## src/design/mjw_pkg.sv

```systemverilog
package mjw_pkg;

    // Field widths
    localparam int CMD_W   = 2;
    localparam int DIST_W  = 8;
    localparam int ANG_W   = 9;
    localparam int DUTY_W  = 10;
    localparam int STEP_W  = 4;
    localparam int MAG_W   = 6;    // |g| <= 45
    localparam int DM_W    = 14;   // distance * |g| <= 11475
    localparam int P_W     = 23;   // max_pwm * (distance * |g|) when below 4500
    localparam int PROD_W  = 46;   // P_W + reciprocal width
    localparam int SUM_W   = 10;   // reduced angle plus offset, below 630
    localparam int CFG_IDX_W  = 1;
    localparam int CFG_DATA_W = 10;

    // Wave geometry in degrees
    localparam logic [ANG_W-1:0] FULL_TURN = 9'd360;
    localparam logic [SUM_W-1:0] DEG_0     = 10'd0;
    localparam logic [SUM_W-1:0] DEG_90    = 10'd90;
    localparam logic [SUM_W-1:0] DEG_135   = 10'd135;
    localparam logic [SUM_W-1:0] DEG_180   = 10'd180;
    localparam logic [SUM_W-1:0] DEG_270   = 10'd270;
    localparam logic [SUM_W-1:0] DEG_315   = 10'd315;
    localparam logic [SUM_W-1:0] DEG_360   = 10'd360;
    localparam logic [MAG_W-1:0] WAVE_FULL = 6'd45;

    // Scale by 1/4500: floor(p * RECIP >> DIV_SHIFT) is exact for p < 2^23
    localparam logic [DM_W-1:0]  SAT_LIMIT = 14'd4500;
    localparam logic [P_W-1:0]   RECIP     = 23'd7635498;
    localparam int               DIV_SHIFT = 35;

    // Register reset values
    localparam logic [STEP_W-1:0] DECAY_STEP_RST = 4'd1;
    localparam logic [DUTY_W-1:0] MAX_PWM_RST    = 10'd255;

    typedef enum logic [CMD_W-1:0] {
        CMD_MOVE    = 2'd0,
        CMD_RELEASE = 2'd1,
        CMD_TICK    = 2'd2
    } t_cmd;

    typedef enum logic [CFG_IDX_W-1:0] {
        REG_DECAY_STEP = 1'd0,
        REG_MAX_PWM    = 1'd1
    } t_reg_idx;

    // Controller to datapath
    typedef struct packed {
        logic cap_move;     // store new distance/angle/stick
        logic cap_tick;     // decay held distance, force left mode
        logic set_release;  // arm decay
        logic load_out;     // latch finished result into output register
    } t_ctrl;

    // Datapath to controller
    typedef struct packed {
        logic released;
        logic out_free;
    } t_stat;

    typedef struct packed {
        logic [DUTY_W-1:0] duty_wheel0;
        logic [DUTY_W-1:0] duty_wheel1;
        logic [DUTY_W-1:0] duty_wheel2;
        logic [DUTY_W-1:0] duty_wheel3;
        logic              dir_wheel0;
        logic              dir_wheel1;
        logic              dir_wheel2;
        logic              dir_wheel3;
    } t_res;

endpackage

```

## src/design/mjw_cmd_if.sv

```systemverilog
interface mjw_cmd_if
    import mjw_pkg::*;
();
    logic              valid;
    logic              ready;
    logic [CMD_W-1:0]  command;
    logic              stick_right;
    logic [DIST_W-1:0] distance;
    logic [ANG_W-1:0]  angle;

    modport source (output valid, command, stick_right, distance, angle, input ready);
    modport sink   (input valid, command, stick_right, distance, angle, output ready);
endinterface

```

## src/design/mjw_res_if.sv

```systemverilog
interface mjw_res_if
    import mjw_pkg::*;
();
    logic              valid;
    logic              ready;
    logic [DUTY_W-1:0] duty_wheel0;
    logic [DUTY_W-1:0] duty_wheel1;
    logic [DUTY_W-1:0] duty_wheel2;
    logic [DUTY_W-1:0] duty_wheel3;
    logic              dir_wheel0;
    logic              dir_wheel1;
    logic              dir_wheel2;
    logic              dir_wheel3;

    modport source (output valid, duty_wheel0, duty_wheel1, duty_wheel2, duty_wheel3,
                    dir_wheel0, dir_wheel1, dir_wheel2, dir_wheel3, input ready);
    modport sink   (input valid, duty_wheel0, duty_wheel1, duty_wheel2, duty_wheel3,
                    dir_wheel0, dir_wheel1, dir_wheel2, dir_wheel3, output ready);
endinterface

```

## src/design/mjw_ctrl.sv

```systemverilog
module mjw_ctrl
    import mjw_pkg::*;
(
    input  logic             i_clk,
    input  logic             i_rst_n,
    input  logic             i_valid,
    input  logic [CMD_W-1:0] i_command,
    output logic             o_ready,
    input  t_stat            i_stat,
    output t_ctrl            o_ctrl
);

    typedef enum logic [1:0] {
        S_IDLE,
        S_WAVE,
        S_SCALE,
        S_DIV
    } t_state;

    t_state r_state, n_state;
    logic   r_ready, n_ready;
    logic   accept;

    assign accept  = i_valid && r_ready;
    assign o_ready = r_ready;

    // Next state and datapath commands
    always_comb begin
        n_state = r_state;
        o_ctrl  = '0;
        unique case (r_state)
            S_IDLE: begin
                if (accept) begin
                    unique case (t_cmd'(i_command))
                        CMD_MOVE: begin
                            o_ctrl.cap_move = 1'b1;
                            n_state = S_WAVE;
                        end
                        CMD_RELEASE: begin
                            o_ctrl.set_release = 1'b1;
                        end
                        CMD_TICK: begin
                            if (i_stat.released) begin
                                o_ctrl.cap_tick = 1'b1;
                                n_state = S_WAVE;
                            end
                        end
                        default: begin
                            n_state = S_IDLE;
                        end
                    endcase
                end
            end
            S_WAVE:  n_state = S_SCALE;
            S_SCALE: n_state = S_DIV;
            S_DIV: begin
                // wait here until the output register can take the result
                if (i_stat.out_free) begin
                    o_ctrl.load_out = 1'b1;
                    n_state = S_IDLE;
                end
            end
            default: n_state = S_IDLE;
        endcase
        n_ready = (n_state == S_IDLE);
    end

    always_ff @(posedge i_clk) begin
        if (!i_rst_n) begin
            r_state <= S_IDLE;
            r_ready <= 1'b1;
        end else begin
            r_state <= n_state;
            r_ready <= n_ready;
        end
    end

endmodule

```

## src/design/mjw_dp.sv

```systemverilog
module mjw_dp
    import mjw_pkg::*;
(
    input  logic                  i_clk,
    input  logic                  i_rst_n,
    input  logic                  i_cfg_we,
    input  logic [CFG_IDX_W-1:0]  i_cfg_idx,
    input  logic [CFG_DATA_W-1:0] i_cfg_data,
    input  logic                  i_stick_right,
    input  logic [DIST_W-1:0]     i_distance,
    input  logic [ANG_W-1:0]      i_angle,
    input  t_ctrl                 i_ctrl,
    output t_stat                 o_stat,
    input  logic                  i_out_ready,
    output logic                  o_out_valid,
    output t_res                  o_res
);

    // Trapezoid sample: {negative, |g|} for d in 0..359
    function automatic logic [MAG_W:0] wave(input logic [SUM_W-1:0] d);
        logic [SUM_W-1:0] m;
        logic             neg;
        m   = {4'd0, WAVE_FULL};
        neg = 1'b0;
        if (d < DEG_90) begin
            neg = 1'b0;
        end else if (d < DEG_180) begin
            neg = (d > DEG_135);
            m   = neg ? d - DEG_135 : DEG_135 - d;
        end else if (d < DEG_270) begin
            neg = 1'b1;
        end else begin
            neg = (d < DEG_315);
            m   = neg ? DEG_315 - d : d - DEG_315;
        end
        return {neg, m[MAG_W-1:0]};
    endfunction

    logic [STEP_W-1:0] r_decay_step;
    logic [DUTY_W-1:0] r_max_pwm;
    logic [DIST_W-1:0] r_held_dist;
    logic [ANG_W-1:0]  r_held_ang;
    logic              r_right;
    logic              r_released;

    logic [DM_W-1:0]   r_dm   [2];
    logic              r_neg1 [2];
    logic [P_W-1:0]    r_p    [2];
    logic              r_sat  [2];
    logic              r_neg2 [2];

    logic              r_out_valid;
    t_res              r_res;

    logic [ANG_W-1:0]  ang_red;
    logic [SUM_W-1:0]  offs   [2];
    logic [SUM_W-1:0]  sum    [2];
    logic [SUM_W-1:0]  deg    [2];
    logic [MAG_W:0]    wv     [2];
    logic [DM_W-1:0]   n_dm   [2];
    logic              n_neg1 [2];
    logic [PROD_W-1:0] prod   [2];
    logic [DUTY_W-1:0] duty   [2];
    logic [DIST_W-1:0] decayed;
    t_res              n_res;

    // Config registers
    always_ff @(posedge i_clk) begin
        if (!i_rst_n) begin
            r_decay_step <= DECAY_STEP_RST;
            r_max_pwm    <= MAX_PWM_RST;
        end else if (i_cfg_we) begin
            unique case (t_reg_idx'(i_cfg_idx))
                REG_DECAY_STEP: r_decay_step <= i_cfg_data[STEP_W-1:0];
                REG_MAX_PWM:    r_max_pwm    <= i_cfg_data[DUTY_W-1:0];
                default:        r_max_pwm    <= r_max_pwm;
            endcase
        end
    end

    // Held joystick state; decay floors at zero
    assign decayed = (r_held_dist > DIST_W'(r_decay_step))
                   ? r_held_dist - DIST_W'(r_decay_step) : '0;

    always_ff @(posedge i_clk) begin
        if (!i_rst_n) begin
            r_held_dist <= '0;
            r_held_ang  <= '0;
            r_right     <= 1'b0;
            r_released  <= 1'b0;
        end else if (i_ctrl.cap_move) begin
            r_held_dist <= i_distance;
            r_held_ang  <= i_angle;
            r_right     <= i_stick_right;
            r_released  <= 1'b0;
        end else if (i_ctrl.cap_tick) begin
            r_held_dist <= decayed;
            r_right     <= 1'b0;
        end else if (i_ctrl.set_release) begin
            r_released  <= 1'b1;
        end
    end

    // Stage 1: angle reduction, wave sample, distance * |g|
    always_comb begin
        ang_red = (r_held_ang >= FULL_TURN) ? r_held_ang - FULL_TURN : r_held_ang;
        offs[0] = r_right ? DEG_180 : DEG_0;
        offs[1] = r_right ? DEG_90  : DEG_270;
        for (int l = 0; l < 2; l++) begin
            sum[l]    = SUM_W'(ang_red) + offs[l];
            deg[l]    = (sum[l] >= DEG_360) ? sum[l] - DEG_360 : sum[l];
            wv[l]     = wave(deg[l]);
            n_dm[l]   = DM_W'(r_held_dist) * DM_W'(wv[l][MAG_W-1:0]);
            n_neg1[l] = (r_held_dist != '0) && wv[l][MAG_W];
        end
    end

    // Stages 2 and 3 registers: scale by max_pwm, then divide by 4500
    always_ff @(posedge i_clk) begin
        for (int l = 0; l < 2; l++) begin
            r_dm[l]   <= n_dm[l];
            r_neg1[l] <= n_neg1[l];
            r_sat[l]  <= (r_dm[l] >= SAT_LIMIT);
            r_p[l]    <= P_W'(r_max_pwm) * P_W'(r_dm[l][DM_W-2:0]);
            r_neg2[l] <= r_neg1[l];
        end
    end

    always_comb begin
        for (int l = 0; l < 2; l++) begin
            prod[l] = PROD_W'(r_p[l]) * PROD_W'(RECIP);
            duty[l] = r_sat[l] ? r_max_pwm : prod[l][DIV_SHIFT +: DUTY_W];
        end
    end

    // Wheel mapping: lane 0 is A or C, lane 1 is B or D
    always_comb begin
        if (!r_right) begin
            n_res.duty_wheel0 = duty[0];
            n_res.duty_wheel1 = duty[1];
            n_res.duty_wheel2 = duty[1];
            n_res.duty_wheel3 = duty[0];
            n_res.dir_wheel0  = r_neg2[0];
            n_res.dir_wheel1  = !r_neg2[1];
            n_res.dir_wheel2  = r_neg2[1];
            n_res.dir_wheel3  = !r_neg2[0];
        end else begin
            n_res.duty_wheel0 = duty[0];
            n_res.duty_wheel1 = duty[1];
            n_res.duty_wheel2 = duty[0];
            n_res.duty_wheel3 = duty[1];
            n_res.dir_wheel0  = !r_neg2[0];
            n_res.dir_wheel1  = r_neg2[1];
            n_res.dir_wheel2  = !r_neg2[0];
            n_res.dir_wheel3  = r_neg2[1];
        end
    end

    // Output register
    always_ff @(posedge i_clk) begin
        if (!i_rst_n) begin
            r_out_valid <= 1'b0;
        end else if (i_ctrl.load_out) begin
            r_out_valid <= 1'b1;
        end else if (i_out_ready) begin
            r_out_valid <= 1'b0;
        end
    end

    always_ff @(posedge i_clk) begin
        if (i_ctrl.load_out) begin
            r_res <= n_res;
        end
    end

    assign o_out_valid     = r_out_valid;
    assign o_res           = r_res;
    assign o_stat.released = r_released;
    assign o_stat.out_free = !r_out_valid || i_out_ready;

endmodule

```

## src/design/mecanum_joystick_wheel_mixer_core.sv

```systemverilog
// Mecanum wheel mixer: joystick request in, four duties and directions out.
// A request is captured into the held registers on accept, then walks the wave, scale and divide
// stages into the output reg; the divide stage waits until the output register is free. No new
// request is accepted while one walks through the three-stage wave/scale/divide datapath.
// Release and ignored requests produce no result.
// Reset (synchronous, active low) restores decay_step=1, max_pwm=255 and clears held state.
module mecanum_joystick_wheel_mixer_core
    import mjw_pkg::*;
(
    input  logic                  i_clk,
    input  logic                  i_rst_n,
    input  logic                  i_cfg_we,
    input  logic [CFG_IDX_W-1:0]  i_cfg_idx,
    input  logic [CFG_DATA_W-1:0] i_cfg_data,
    mjw_cmd_if.sink               i_cmd,
    mjw_res_if.source             o_res
);

    t_ctrl ctrl;
    t_stat stat;
    t_res  res;
    logic  out_valid;

    mjw_ctrl u_ctrl (
        .i_clk     (i_clk),
        .i_rst_n   (i_rst_n),
        .i_valid   (i_cmd.valid),
        .i_command (i_cmd.command),
        .o_ready   (i_cmd.ready),
        .i_stat    (stat),
        .o_ctrl    (ctrl)
    );

    mjw_dp u_dp (
        .i_clk         (i_clk),
        .i_rst_n       (i_rst_n),
        .i_cfg_we      (i_cfg_we),
        .i_cfg_idx     (i_cfg_idx),
        .i_cfg_data    (i_cfg_data),
        .i_stick_right (i_cmd.stick_right),
        .i_distance    (i_cmd.distance),
        .i_angle       (i_cmd.angle),
        .i_ctrl        (ctrl),
        .o_stat        (stat),
        .i_out_ready   (o_res.ready),
        .o_out_valid   (out_valid),
        .o_res         (res)
    );

    assign o_res.valid       = out_valid;
    assign o_res.duty_wheel0 = res.duty_wheel0;
    assign o_res.duty_wheel1 = res.duty_wheel1;
    assign o_res.duty_wheel2 = res.duty_wheel2;
    assign o_res.duty_wheel3 = res.duty_wheel3;
    assign o_res.dir_wheel0  = res.dir_wheel0;
    assign o_res.dir_wheel1  = res.dir_wheel1;
    assign o_res.dir_wheel2  = res.dir_wheel2;
    assign o_res.dir_wheel3  = res.dir_wheel3;

    // Result only lands in the output register when it is free
    a_load_free: assert property (@(posedge i_clk) disable iff (!i_rst_n)
        ctrl.load_out |-> stat.out_free)
        else $error("result loaded over an untaken result");

    // A release request arms the decay
    a_release: assert property (@(posedge i_clk) disable iff (!i_rst_n)
        ctrl.set_release |=> stat.released)
        else $error("release did not arm decay");

    // A move request disarms the decay
    a_move: assert property (@(posedge i_clk) disable iff (!i_rst_n)
        ctrl.cap_move |=> !stat.released)
        else $error("move left decay armed");

    // No new request is taken while a request is in the datapath
    a_busy: assert property (@(posedge i_clk) disable iff (!i_rst_n)
        (ctrl.cap_move || ctrl.cap_tick) |=> !i_cmd.ready)
        else $error("request taken while busy");

endmodule
```

## src/flat_wrapper.sv

```systemverilog
// flat-port wrapper written by rule: the top's interface ports become plain ports
module mecanum_joystick_wheel_mixer_core_flat import mjw_pkg::*;
  (i_clk, i_rst_n, i_cfg_we, i_cfg_idx, i_cfg_data, i_cmd_valid, i_cmd_command, i_cmd_stick_right, i_cmd_distance, i_cmd_angle, i_cmd_ready, o_res_valid, o_res_duty_wheel0, o_res_duty_wheel1, o_res_duty_wheel2, o_res_duty_wheel3, o_res_dir_wheel0, o_res_dir_wheel1, o_res_dir_wheel2, o_res_dir_wheel3, o_res_ready);
  mjw_cmd_if i_cmd_i ();
  mjw_res_if o_res_i ();
  input  logic i_clk;
  input  logic i_rst_n;
  input  logic i_cfg_we;
  input  logic [CFG_IDX_W-1:0] i_cfg_idx;
  input  logic [CFG_DATA_W-1:0] i_cfg_data;
  input wire logic [$bits(i_cmd_i.valid)-1:0] i_cmd_valid;
  input wire logic [$bits(i_cmd_i.command)-1:0] i_cmd_command;
  input wire logic [$bits(i_cmd_i.stick_right)-1:0] i_cmd_stick_right;
  input wire logic [$bits(i_cmd_i.distance)-1:0] i_cmd_distance;
  input wire logic [$bits(i_cmd_i.angle)-1:0] i_cmd_angle;
  output wire logic [$bits(i_cmd_i.ready)-1:0] i_cmd_ready;
  output wire logic [$bits(o_res_i.valid)-1:0] o_res_valid;
  output wire logic [$bits(o_res_i.duty_wheel0)-1:0] o_res_duty_wheel0;
  output wire logic [$bits(o_res_i.duty_wheel1)-1:0] o_res_duty_wheel1;
  output wire logic [$bits(o_res_i.duty_wheel2)-1:0] o_res_duty_wheel2;
  output wire logic [$bits(o_res_i.duty_wheel3)-1:0] o_res_duty_wheel3;
  output wire logic [$bits(o_res_i.dir_wheel0)-1:0] o_res_dir_wheel0;
  output wire logic [$bits(o_res_i.dir_wheel1)-1:0] o_res_dir_wheel1;
  output wire logic [$bits(o_res_i.dir_wheel2)-1:0] o_res_dir_wheel2;
  output wire logic [$bits(o_res_i.dir_wheel3)-1:0] o_res_dir_wheel3;
  input wire logic [$bits(o_res_i.ready)-1:0] o_res_ready;
  assign i_cmd_i.valid = i_cmd_valid;
  assign i_cmd_i.command = i_cmd_command;
  assign i_cmd_i.stick_right = i_cmd_stick_right;
  assign i_cmd_i.distance = i_cmd_distance;
  assign i_cmd_i.angle = i_cmd_angle;
  assign i_cmd_ready = i_cmd_i.ready;
  assign o_res_valid = o_res_i.valid;
  assign o_res_duty_wheel0 = o_res_i.duty_wheel0;
  assign o_res_duty_wheel1 = o_res_i.duty_wheel1;
  assign o_res_duty_wheel2 = o_res_i.duty_wheel2;
  assign o_res_duty_wheel3 = o_res_i.duty_wheel3;
  assign o_res_dir_wheel0 = o_res_i.dir_wheel0;
  assign o_res_dir_wheel1 = o_res_i.dir_wheel1;
  assign o_res_dir_wheel2 = o_res_i.dir_wheel2;
  assign o_res_dir_wheel3 = o_res_i.dir_wheel3;
  assign o_res_i.ready = o_res_ready;
  mecanum_joystick_wheel_mixer_core u_core (.i_clk(i_clk), .i_rst_n(i_rst_n), .i_cfg_we(i_cfg_we), .i_cfg_idx(i_cfg_idx), .i_cfg_data(i_cfg_data), .i_cmd(i_cmd_i), .o_res(o_res_i));
endmodule
```

## config.mk

```make
export PLATFORM = sky130hd
export DESIGN_NAME = mecanum_joystick_wheel_mixer_core_flat
export DESIGN_NICKNAME = d
export VERILOG_FILES = /design/src/design/mjw_pkg.sv /design/src/design/mjw_cmd_if.sv /design/src/design/mjw_res_if.sv /design/src/design/mjw_ctrl.sv /design/src/design/mjw_dp.sv /design/src/design/mecanum_joystick_wheel_mixer_core.sv /design/src/flat_wrapper.sv
export SDC_FILE = /design/constraint.sdc
export NUM_CORES = 2
export LEC_CHECK = 0
export BUFFER_PORTS_ARGS = -buffer_cell sky130_fd_sc_hd__buf_2
export CORE_MARGIN = 2
export CORE_UTILIZATION = 60
export DETAILED_ROUTE_END_ITERATION = 10
export PLACE_DENSITY = 0.89
export SLEW_MARGIN = 20
export SYNTH_ARGS = -nofsm -noshare
export SYNTH_HDL_FRONTEND = slang
export SYNTH_SLANG_ARGS = --single-unit
```

## constraint.sdc

```tcl
create_clock -name i_clk -period 8.4 [get_ports i_clk]
set_input_delay 2.52 -clock i_clk [delete_from_list [all_inputs] [get_ports i_clk]]
set_output_delay 2.52 -clock i_clk [all_outputs]
set_load 0.005 [all_outputs]
```

==> out/summary.md <==
The die boundary width is 231 um, and the total of max-cap violations is 0. Unique cell type count in the Yosys netlist: 124. Category of the critical setup timing path: flip-flop to flip-flop. Clock-pin slew was measured on the worst setup and hold paths at 70 ps. The final-report max-slew violation count came out at 0. The critical path startpoint category was a flip-flop. The number of nets in the final layout was 4352; the mux cell area share after synthesis was 1.33%. The worst setup path is captured at a flip-flop. The number of global-route vias before repair came out at 25149. The class of the most critical hold timing path was flip-flop to flip-flop.

The total overflow left after global routing is 0. The slew at the pin closest to its max-slew limit is 1050 ps. For this run, the register share of the synthesized area comes to 11.8%. The detailed router finished its first iteration with 1783 violations.

The last weighted congestion value of the routability-driven placer is 0.964. In the layout the commonest cells are 568 x sky130_fd_sc_hd__ha_1, 462 x sky130_fd_sc_hd__inv_1, 459 x sky130_fd_sc_hd__fa_1, 267 x sky130_fd_sc_hd__nand2_1, 150 x sky130_fd_sc_hd__and2_1. After detailed routing, the number of remaining DRC violations is 0. After Yosys synthesis, XOR and XNOR cells account for 3.18% of the synthesized area. The number of I/O pins was 82; the top fanout value on the critical path was 6.

The number of hold buffers added after CTS was 0. Dividing the detail-routed via count by the number of cells gives 6.03. The tools report the maximum clock insertion buffer count as 2. The mean routed wirelength per cell is 19.6 um. The flow ran to the end, but the final reports show violations.

The utilization after layout is 66.5%, and the proportion of layout cells with a drive suffix above 1 is 12.5%. Post-route worst setup slack: -139 ps. Most frequently used flop master after synthesis: sky130_fd_sc_hd__dfxtp_1.

Once the floorplan was initialized, standard cells occupied 60.6% of the core. The share of the clock period used by the worst path is 102%, and the standard-cell row count is 83. The buffer type at the clock tree root is sky130_fd_sc_hd__clkbuf_16. For the maximum level of the CTS H-tree, the log shows 4. STA puts the critical path data required time at 8800 ps. The signed area change from the synthesized netlist to the final layout was 9.70%. Yosys mapped a number of flops with a built-in enable equal to 44. Clock skew: 12.4 ps. The count of TritonRoute iterations in the first routing pass came out at 8.

Among all stages on the critical path, the largest delay is contributed by sky130_fd_sc_hd__or4b_4. Setup repair after global routing could not meet its margin everywhere. The floorplan die area was 0.0536 mm^2. The final instance count without filler cells is 3973, and the synthesized area divided by synthesized cell count is 9.87 um^2. The detail route stage leaves a number of antenna-violating nets equal to 0. The number of antenna diodes in the final layout is 0.

The logs give 1 for the number of antenna violations at the first check in global routing and 0 for the total count of hold-check failures in the final report. Counting the fill cells in the layout gives 3543. Number of buffers inserted during clock tree synthesis: 17. The run gives 0.0512 mm^2 as the area of the core.

TritonCTS built the clock tree. The total vias in the final route is 23939. For the pin count of the biggest net entering global routing, the log shows 46. In the synthesized netlist, the number of instances is 3146.

Number of placed cells counting well taps: 3893. Measured along the y axis, the die boundary spans 231 um. For this run, asynchronously set or reset flops after synthesis account for 0%. Summed over all failing endpoints, the final setup total negative slack is -331 ps. Summing the areas of all and, or, nand and nor instances in the mapped netlist gives 12.7% of the synthesized area. For the normalized max-slew margin, the log shows 29.9%. The library cell used most frequently in the layout, excluding fill and tap cells, is sky130_fd_sc_hd__ha_1.

The run gives 0.117 GHz as the maximum clock frequency. After synthesis the netlist holds a flip-flop and latch count of 161. The tree built by TritonCTS fans out to 161 sinks. The post-detailed-placement half-perimeter wirelength was 61300 um; the total routed wirelength was 77700 um. The run gives 480 ps as the clock latency on the worst-skew pair. The final reports fail on negative setup slack. In the global route stage, overall resource usage came out at 29.0%. The routed design could run at a clock period as short as 8540 ps. Buffers placed on the I/O ports in this run total 81.

The first-pass GRT wire length came out at 124000 um. STA puts the critical path data arrival time at 8940 ps. For this run, the slowest stage of the critical path takes 570 ps.

Yosys warning count: 0. The main combinational cell family by area after synthesis was adder cells. The complex-gate fraction of the synthesized area came out at 10.8%.

The count of final setup violators was 3. The number of nets produced by synthesis came out at 4218. Synthesized-area fraction occupied by adder cells: 52.9%. The summed instance area of the synthesized netlist is 0.0310 mm^2.
==> cells by family after synthesis <==
logic type,Yosys count
simple gates,768
xor+xnor,111
compound gates,454
mux,39
fa+ha+maj,1036
buf+inv,577
flops,161
==> cell usage after synthesis (6+ instances only) <==
cell                       count  area (um^2)
sky130_fd_sc_hd__a211oi_1     16          120
sky130_fd_sc_hd__a21boi_0     31          233
sky130_fd_sc_hd__a21o_1       48          360
sky130_fd_sc_hd__a21oi_1     110          551
sky130_fd_sc_hd__a221o_1       6         60.1
sky130_fd_sc_hd__a22oi_1       8         60.1
sky130_fd_sc_hd__a31oi_1      13         81.3
sky130_fd_sc_hd__and2_1      153          957
sky130_fd_sc_hd__and3_1       20          125
sky130_fd_sc_hd__and3b_1       7         61.3
sky130_fd_sc_hd__clkbuf_1     88          330
sky130_fd_sc_hd__dfxtp_1     117         2340
sky130_fd_sc_hd__edfxtp_1     44         1320
sky130_fd_sc_hd__fa_1        460         9210
sky130_fd_sc_hd__ha_1        576         7210
sky130_fd_sc_hd__inv_1       467         1750
sky130_fd_sc_hd__mux2_2       11          124
sky130_fd_sc_hd__mux2i_1      25          250
sky130_fd_sc_hd__nand2_1     270         1010
sky130_fd_sc_hd__nand2b_1     17          106
sky130_fd_sc_hd__nand3_1      46          230
sky130_fd_sc_hd__nand4_1      11         68.8
sky130_fd_sc_hd__nor2_1       85          319
sky130_fd_sc_hd__nor2b_1      43          269
sky130_fd_sc_hd__nor3_1       32          160
sky130_fd_sc_hd__nor3b_1       7         52.6
sky130_fd_sc_hd__nor4_1       11         68.8
sky130_fd_sc_hd__o211a_1       6         60.1
sky130_fd_sc_hd__o211ai_1     15          113
sky130_fd_sc_hd__o21a_1       11         82.6
sky130_fd_sc_hd__o21ai_0      63          315
sky130_fd_sc_hd__o21bai_1     15          113
sky130_fd_sc_hd__o31ai_1      13         97.6
sky130_fd_sc_hd__or2_2         9         56.3
sky130_fd_sc_hd__or3_1        12         75.1
sky130_fd_sc_hd__xnor2_1      79          692
sky130_fd_sc_hd__xor2_1       31          272
==> repair_timing <==
item,CTS,global route
buffers inserted,10,38
pin swaps,8,59
setup endpoints to repair,4,16
gates resized for setup,7,102
==> cell type report <==
type	count	area [um^2]	area share, %
multi-input cells	2408	25700	75.4
flip-flops and latches	161	3670	10.8
inverters	470	1770	5.21
repair buffers	222	1490	4.36
well taps	680	851	2.50
clock buffers	17	425	1.25
clock inverters	15	180	0.529
==> state kept, by name, summed over array words and instances, names as in the netlist <==
name / flops
u_core.u_dp.r_neg2: 2
u_core.u_dp.r_held_ang: 9
u_core.u_dp.r_released: 1
u_core.u_dp.o_out_valid: 1
u_core.u_dp.r_p: 46
u_core.u_ctrl.o_ready: 1
u_core.u_dp.r_max_pwm: 10
u_core.u_dp.r_neg1: 2
u_core.u_dp.r_held_dist: 8
u_core.u_dp.r_decay_step: 4
u_core.u_dp.o_res: 44
u_core.u_dp.r_right: 1
u_core.u_ctrl.r_state: 2
u_core.u_dp.r_sat: 2
u_core.u_dp.r_dm: 28
==> worst max-delay path, delay by kind of cell (launching register included) <==
kind / cells / cell delay, ps
AOI/OAI and AO/OA: 16 / 2980
DFF: 1 / 320
muxes: 1 / 240
and+or+nand+nor: 8 / 2250
buffers and inverters: 4 / 410
adders and majority gates: 6 / 2120
xor gates and xnor gates: 1 / 120
==> worst paths after layout <==
| kind | start | end | slack, ps | cells past startpoint |
|---|---|---|---|---|
| max | u_core.u_dp.r_held_ang[1] | u_core.u_dp.r_dm[0][12] | -140 | 36 |
| min | u_core.u_dp.r_neg1[0][1] | u_core.u_dp.r_neg2[0][1] | 340 | 0 |
| max reg2reg | u_core.u_dp.r_held_ang[1] | u_core.u_dp.r_dm[0][12] | -140 | 36 |
| min reg2reg | u_core.u_dp.r_neg1[0][1] | u_core.u_dp.r_neg2[0][1] | 340 | 0 |
==> per-stage QoR <==
stage | cell area, um^2 | worst slack (ps) | hold WS, ps
finish | 34100 | -139 | 338
global route | 34100 | -447 | 351
CTS | 33300 | 11.1 | 337
detailed placement | 32600 | -81.9 | 316
global placement | 32600 | 177 | 311
floorplan | 31100 | 16.4 | 310
==> per-layer routing <==
layer | GRT usage, % | wire length (um) | vias to the layer above
met4 | 12.1 | 3300 | 0
li1 | - | - | 10758
met5 | 0 | 0 | -
met1 | 35.1 | 29700 | 11879
met3 | 4.71 | 5220 | 268
met2 | 51.3 | 39500 | 1034
Power is left out: the tool's default activity adds up to more than one toggle a clock period on the data nets, which glitch-free logic cannot reach.
